[src/rtl/core/hgcd_pkg.sv]
// Shared constants, fixed-point formats and the arctangent table for the
// haversine distance pipeline. No dependencies.
package hgcd_pkg;

    // Angle scaling: the port widths below are sized for this many fraction bits
    localparam int ANGLE_FRAC_BITS = 20;

    // Parameter defaults
    localparam int CORDIC_STAGES_DEF   = 24;

    // Port field widths
    localparam int LAT_W    = 28;
    localparam int LON_W    = 29;
    localparam int RADIUS_W = 23;
    localparam int DIST_W   = 25;

    localparam logic [RADIUS_W-1:0] RADIUS_RESET = 23'd6371000;
    localparam logic [DIST_W-1:0]   DIST_MAX     = 25'd26353424;

    // Q30 unit values (0 .. 2^30) need 31 bits
    localparam int UNIT_W = 31;
    localparam logic [UNIT_W-1:0] ONE_Q30 = 31'd1073741824;

    // CORDIC datapath width, signed
    localparam int CW = 34;
    localparam logic signed [CW-1:0] INV_GAIN_Q30 = 34'sd652032874;
    localparam logic signed [CW-1:0] HALF_PI_Q30  = 34'sd1686629714;

    // Degrees to radians, pi/180 in Q32
    localparam int K_W = 27;
    localparam logic [K_W-1:0] DEG2RAD_Q32 = 27'd74961321;

    // Angle magnitude width after clamping and wrap
    localparam int MAG_W = 30;

    // Bitwise square root: 31 result bits from a 61-bit radicand
    localparam int SQ_STEPS = 31;
    localparam int SQ_VW    = 61;
    localparam int SQ_RW    = 62;

    // atan(2^-i) in Q30, rounded half up
    localparam logic [31:0] ATAN_Q30 [32] = '{
        32'd843314857, 32'd497837829, 32'd263043837, 32'd133525159,
        32'd67021687,  32'd33543516,  32'd16775851,  32'd8388437,
        32'd4194283,   32'd2097149,   32'd1048576,   32'd524288,
        32'd262144,    32'd131072,    32'd65536,     32'd32768,
        32'd16384,     32'd8192,      32'd4096,      32'd2048,
        32'd1024,      32'd512,       32'd256,       32'd128,
        32'd64,        32'd32,        32'd16,        32'd8,
        32'd4,         32'd2,         32'd1,         32'd1
    };

endpackage

[src/rtl/core/hgcd_sqrt.sv]
// Pipelined bitwise integer square root, one result bit per stage.
// Depends on hgcd_pkg.
module hgcd_sqrt (
    input  logic                          i_clk,
    input  logic                          i_en,
    input  logic [hgcd_pkg::SQ_VW-1:0]    i_v,
    output logic [hgcd_pkg::UNIT_W-1:0]   o_root
);
    import hgcd_pkg::*;

    logic [SQ_RW-1:0] r_v [SQ_STEPS];
    logic [SQ_RW-1:0] r_r [SQ_STEPS];

    // Trial subtract of r + bit, bit walking down by two places
    for (genvar g = 0; g < SQ_STEPS; g++) begin : g_step
        localparam logic [SQ_RW-1:0] BIT = SQ_RW'(1) << (2 * (SQ_STEPS - 1 - g));
        logic [SQ_RW-1:0] pv, pr, tr, n_v, n_r;
        always_comb begin
            if (g == 0) begin
                pv = SQ_RW'(i_v);
                pr = '0;
            end else begin
                pv = r_v[(g == 0) ? 0 : g-1];
                pr = r_r[(g == 0) ? 0 : g-1];
            end
            tr = pr + BIT;
            if (pv >= tr) begin
                n_v = pv - tr;
                n_r = (pr >> 1) + BIT;
            end else begin
                n_v = pv;
                n_r = pr >> 1;
            end
        end
        always_ff @(posedge i_clk) begin
            if (i_en) begin
                r_v[g] <= n_v;
                r_r[g] <= n_r;
            end
        end
    end

    assign o_root = r_r[SQ_STEPS-1][UNIT_W-1:0];

endmodule

[config.mk]
export PLATFORM = sky130hd
export DESIGN_NAME = hgcd_sqrt
export DESIGN_NICKNAME = d
export VERILOG_FILES = /design/src/rtl/core/hgcd_pkg.sv /design/src/rtl/core/hgcd_sqrt.sv
export SDC_FILE = /design/constraint.sdc
export NUM_CORES = 2
export LEC_CHECK = 0
export ABC_CLOCK_PERIOD_IN_PS = 5700
export BUFFER_PORTS_ARGS = -buffer_cell sky130_fd_sc_hd__buf_4
export CORE_MARGIN = 5
export CORE_UTILIZATION = 38
export CTS_CLUSTER_SIZE = 8
export DETAILED_ROUTE_END_ITERATION = 8
export GPL_TIMING_DRIVEN = 0
export SYNTH_ARGS = -nofsm -noshare
export SYNTH_HDL_FRONTEND = slang
export SYNTH_SLANG_ARGS = --single-unit
[constraint.sdc]
create_clock -name i_clk -period 5.7 [get_ports i_clk]
set_clock_uncertainty 0.15 [all_clocks]
set_input_delay 0.285 -clock i_clk [delete_from_list [all_inputs] [get_ports i_clk]]
set_output_delay 0.285 -clock i_clk [all_outputs]
set_load 0.1 [all_outputs]
Word-level counts from Yosys, hierarchy flattened. Memory sizes are Yosys's and may differ from the RTL's. Index checks and enable logic that the tools add are counted.

Bits in registers: 0. Latch bits: 0. RAM bits: 3844. ROM bits: 0. Input port bits: 63. Output and inout port bits: 31. Logic and storage cells: 188. Memories: 2.

$add $sub $neg: 91. Multiply operators: 0. Divide/modulo/power cells: 0. $lt $le $gt $ge: 31. Eq/ne operators: 0. Shifts and indexed selects: 0. Multiplexer cells: 64. Bitwise logic cells: 0. Reduce and logical (&&, ||, !) cells: 0.

Memories: r_r (words 31, bits a word 62, rd ports 31, clocked after memory_dff 0, write ports 31, RTL line hgcd_sqrt.sv:12) `logic [SQ_RW-1:0] r_r [SQ_STEPS];`; r_v (words 31, bits a word 62, rd ports 30, clocked after memory_dff 0, write ports 31, RTL line hgcd_sqrt.sv:11) `logic [SQ_RW-1:0] r_v [SQ_STEPS];`.

Operators by type and width (number): two-way mux 62 bit (61); greater-or-equal comparator 62 bit (30); subtractor 62 bit (30); adder 61 x 1 -> 62 bit, second input constant (1); adder 61 x 11 -> 62 bit, second input constant (1); adder 61 x 13 -> 62 bit, second input constant (1); adder 61 x 15 -> 62 bit, second input constant (1); adder 61 x 17 -> 62 bit, second input constant (1); adder 61 x 19 -> 62 bit, second input constant (1); adder 61 x 21 -> 62 bit, second input constant (1); adder 61 x 23 -> 62 bit, second input constant (1); adder 61 x 25 -> 62 bit, second input constant (1); adder 61 x 27 -> 62 bit, second input constant (1); adder 61 x 29 -> 62 bit, second input constant (1); adder 61 x 3 -> 62 bit, second input constant (1); adder 61 x 31 -> 62 bit, second input constant (1); adder 61 x 33 -> 62 bit, second input constant (1); adder 61 x 35 -> 62 bit, second input constant (1); adder 61 x 37 -> 62 bit, second input constant (1); adder 61 x 39 -> 62 bit, second input constant (1); adder 61 x 41 -> 62 bit, second input constant (1); adder 61 x 43 -> 62 bit, second input constant (1); adder 61 x 45 -> 62 bit, second input constant (1); adder 61 x 47 -> 62 bit, second input constant (1); 43 further kinds (44).

Logic depth before layout (Yosys ltp). An unclocked memory read counts as a cell.

Word-level depth: 4. Depth in mapped cells: 15. Mapped depth without buffers: 13.

Worst setup path before layout. OpenSTA, ideal clock, no wires.

Kind: reg-to-reg. Start point: memory r_v[28][10] (netlist: r_v[1][754]). End point: memory r_v[29][58] (netlist: r_v[1][864]), data pin. Setup time: 0.267 ns. Arrival: 3.506 ns. Required time: 5.283 ns. Setup slack: 1.776 ns. Stages on the path, launching flop included: 13. Buffers on the path: 1. Period minus slack after synthesis: 3.924 ns. Cells stage by stage: edfxtp_1 -> ha_1 -> buf_2 -> a21o_1 -> a21o_1 -> and2_4 -> or3b_4 -> a41o_1 -> or3_1 -> or4_1 -> or4b_4 -> nor4_2 -> xor2_1.

RTL lines (RTL line): start: declaration (hgcd_sqrt.sv:11).

==> results.md <==
- Status: finished, final reports clean
- Post-Route WL: between 200000 and 300000 um
- Clock sink count: 2356
- CP Depth: 12
- Max Freq: ~190 MHz
- Xor/xnor share of the synthesized area: 0.0629
- Final HPWL DP: 212000 um
- GRT Util Overall: 0.179
- Detail Route Antenna Nets: 0
- Post CTS Setup Buffer Count: 0
- Register bit total from synthesis: 2356
- Actual slew at the worst max-slew pin: 1.32 ns
- Vias in the first global route: roughly 72000
- CTS Buffer Depth: 4
- Pre-CTS worst setup slack: -0.0268 ns
- WP buf/inv: 1
- Core Box Area: 0.294 mm2
- Initial drt markers: 5689
- Post-synthesis compound-gate area fraction: 0.0935
- Post-Synth Adder-Cell Area: 0.0582
- Final #Nets: 10054
- Skew-Pair Late Insertion Delay: 0.92 ns
- Reg area: 0.0707 mm2
- Grt ovf: 0
- Drt drc: 0
- Clock Tree Root: clkbuf_16
- Total CTS buffers: approximately 340
- Ys flop type: edfxtp_1
- Placed insts: 12926
- Final Setup Violations: 0
- Area used by multi-input combinational logic: 0.0386 mm2
- Initial antenna violation count: 5
- Hold Path Class: reg -> reg
- Commonest non-fill, non-tap cells in the layout: 2356 x edfxtp_1, 660 x inv_1, 578 x nand2_1
- Avg WL per Cell: 21.1 um
- Worst r2r src: r_v[1][711]
- Minimum clock period: 5.26 ns
- Sequence of cells on the critical path: ha_1, clkbuf_1, nand4_1, or4_1, nor4_2, a211oi_1, and3_1, o21a_2, nor2_1, nor4b_1, nand2_1, xnor2_1
- Cell Pwr Density: 405 mW/mm2
- Routability congestion estimate: 0.897
- Max H-tree Level: 5
- Drt first pass iters: 6
- Mux contribution to synthesized area: 0.00809
- Static Leak: 0.0479 uW
- Die area: between 0.3 and 0.4 mm2
- DR vias/cell: 5.33
- Site row count: 199
- Max Cap Viol: 0
- Worst-path clk slew: approximately 0.05 ns
- Worst Path Required: 6.10 ns
- CTS tree: built
- Largest net degree at the start of global routing: 194
- Die Ht: 554 um
- Critical-path top delay cell: nor4b_1
- Top cell family by delay on the critical path: simple AND/OR/NAND/NOR gates
- IO Port Bufs: 92
- Relative slew slack: 0.122
- Part of the Yosys area used for sequential elements: 0.629
- Final Hold Viols: 0
- PnR Total Power: between 50000 and 60000 uW
- Starting Density: 0.382
- Critical path class: reg -> reg
- Cells after synthesis: 8899
- Combinational family with the most area after synthesis: simple AND/OR/NAND/NOR gates
- Final Slew Violations: 0
- Final period util: 0.922
- Final Util: 0.437
- RSZ-0062 raised after global routing: false
- Ys async rst share: 0
- Kind of launch point of the worst setup path: register
- Synth warnings: 0
- Simple-Gate Fraction of Synth Area: 0.120
- Crit end category: register
- Vias: ~72000
- First-pass GRT wire length: 432000 um
- Number of synthesized flops with an enable pin: 2356
- CP arrival: ~5.7 ns
- FF-to-FF path depth: 12
- Setup ws final: approximately 0.44 ns
- Post-Layout Cell Count: 13439
- Reg2reg end: r_v[1][804]
- CP startpoint: r_v[1][711]
- R2R Setup Slk: approximately 0.44 ns
- Die width: about 550 um
- Worst VDD drop: 0.247 mV
- Critical Path Sink: r_v[1][804]
- Netlist Area Pre-Place: 0.112 mm2
- Commonest non-fill, non-tap cell in the layout: edfxtp_1
- Max Fanout on Critical Path: 8
- Worst path max stage delay: 0.96 ns
- Fill cells: 26543
- Share of cells above drive strength 1: 0.0679
- Syn avg cell area: 12.6 um2
- Area Overhead vs Synth: 14.5%
- Synth cell types: 98
- # IOs: 94
==> cell usage after synthesis, types with 12 or more instances <==
| library cell | count | share of area |
|---|---|---|
| o41ai_1 | 14 | 0.0011 |
| and2_1 | 30 | 0.0017 |
| or2_2 | 47 | 0.0026 |
| and3_1 | 57 | 0.0032 |
| a21oi_1 | 537 | 0.024 |
| clkbuf_1 | 149 | 0.0050 |
| nand2_1 | 578 | 0.019 |
| nor4b_1 | 49 | 0.0038 |
| a2111oi_0 | 12 | 0.00093 |
| nor3_1 | 269 | 0.012 |
| inv_1 | 660 | 0.022 |
| nor3b_1 | 19 | 0.0013 |
| nand2b_1 | 102 | 0.0057 |
| nor2_1 | 525 | 0.018 |
| nand3_1 | 135 | 0.0060 |
| a21boi_0 | 25 | 0.0017 |
| a21o_1 | 216 | 0.014 |
| o21a_1 | 100 | 0.0067 |
| nand3b_1 | 16 | 0.0011 |
| nor4_1 | 305 | 0.017 |
| o21ai_0 | 474 | 0.021 |
| o31ai_1 | 44 | 0.0029 |
| o211ai_1 | 30 | 0.0020 |
| o21bai_1 | 38 | 0.0025 |
| edfxtp_1 | 2356 | 0.63 |
| xnor2_1 | 384 | 0.030 |
| nand4b_1 | 24 | 0.0019 |
| ha_1 | 523 | 0.058 |
| or3_1 | 90 | 0.0050 |
| a31oi_1 | 36 | 0.0020 |
| nor2b_1 | 75 | 0.0042 |
| or4_1 | 79 | 0.0053 |
| mux2_2 | 69 | 0.0069 |
| a211o_1 | 17 | 0.0013 |
| nand4_1 | 134 | 0.0075 |
| and4_1 | 17 | 0.0013 |
| a211oi_1 | 45 | 0.0030 |
| xor2_1 | 424 | 0.033 |
==> routing by layer <==
metal / GRT usage / part of all wire / wire, um
met3: 0.0222 / 0.040 / 11300
met5: 0 / 0.000046 / 13
met4: 0.0541 / 0.030 / 8390
met2: 0.318 / 0.50 / 142000
met1: 0.229 / 0.43 / 122000
==> state kept, by name, indices dropped and copies added, names as in the netlist <==
| name | cells |
|---|---|
| r_v | 1860 |
| r_r | 496 |
==> metrics by stage <==
stage,hold slack [ns],instance area [um2],TNS [ns]
3_3_place_gp,0.272,118000,-
5_1_grt,0.247,129000,0
4_1_cts,0.251,129000,0
6_report,0.253,129000,0
2_1_floorplan,0.234,112000,0
3_5_place_dp,0.280,118000,-0.0268
==> cell families after synthesis <==
logic type | Yosys count
AOI/OAI and AO/OA | 1709
and+or+nand+nor | 2592
muxes | 82
adders and majority gates | 523
other | 1
xor gates and xnor gates | 808
DFF | 2356
buffers and inverters | 828
==> worst min path at each step <==
stage,startpoint,endpoint,slack (ns),cells after the start
final,r_v[0][640],r_v[0][702],0.25,0
after global routing,r_v[0][640],r_v[0][702],0.25,0
after CTS,r_v[0][640],r_v[0][702],0.25,0
after detailed placement,r_v[0][951],r_v[1][21],0.28,0
after global placement,r_v[1][1],r_v[1][63],0.27,0
after floorplan,i_v[0],r_v[0][0],0.23,0
==> where the power goes <==
part / switching [uW] / internal (uW)
Clock: 7080 / 10500
Combinational: 6400 / 4260
Sequential: 1820 / 22100
Total: 15300 / 36900
==> area by class of cell <==
type / instances / share of cell area
inverters: 661 / 0.0193
repair buffers: 230 / 0.0178
plain buffers: 167 / 0.00519
well taps: 3919 / 0.0381
clock inverters: 33 / 0.00403
multi-input cells: 5716 / 0.300
flip-flops and latches: 2356 / 0.550
clock buffers: 355 / 0.0664
diodes: 2 / 0.0000389
==> repair_timing <==
item	CTS	global route
hold endpoints to repair	228	0
hold buffers	123	0
resized for setup	1	0
setup endpoints to repair	5	0
Power figures use the tool's default switching activity.
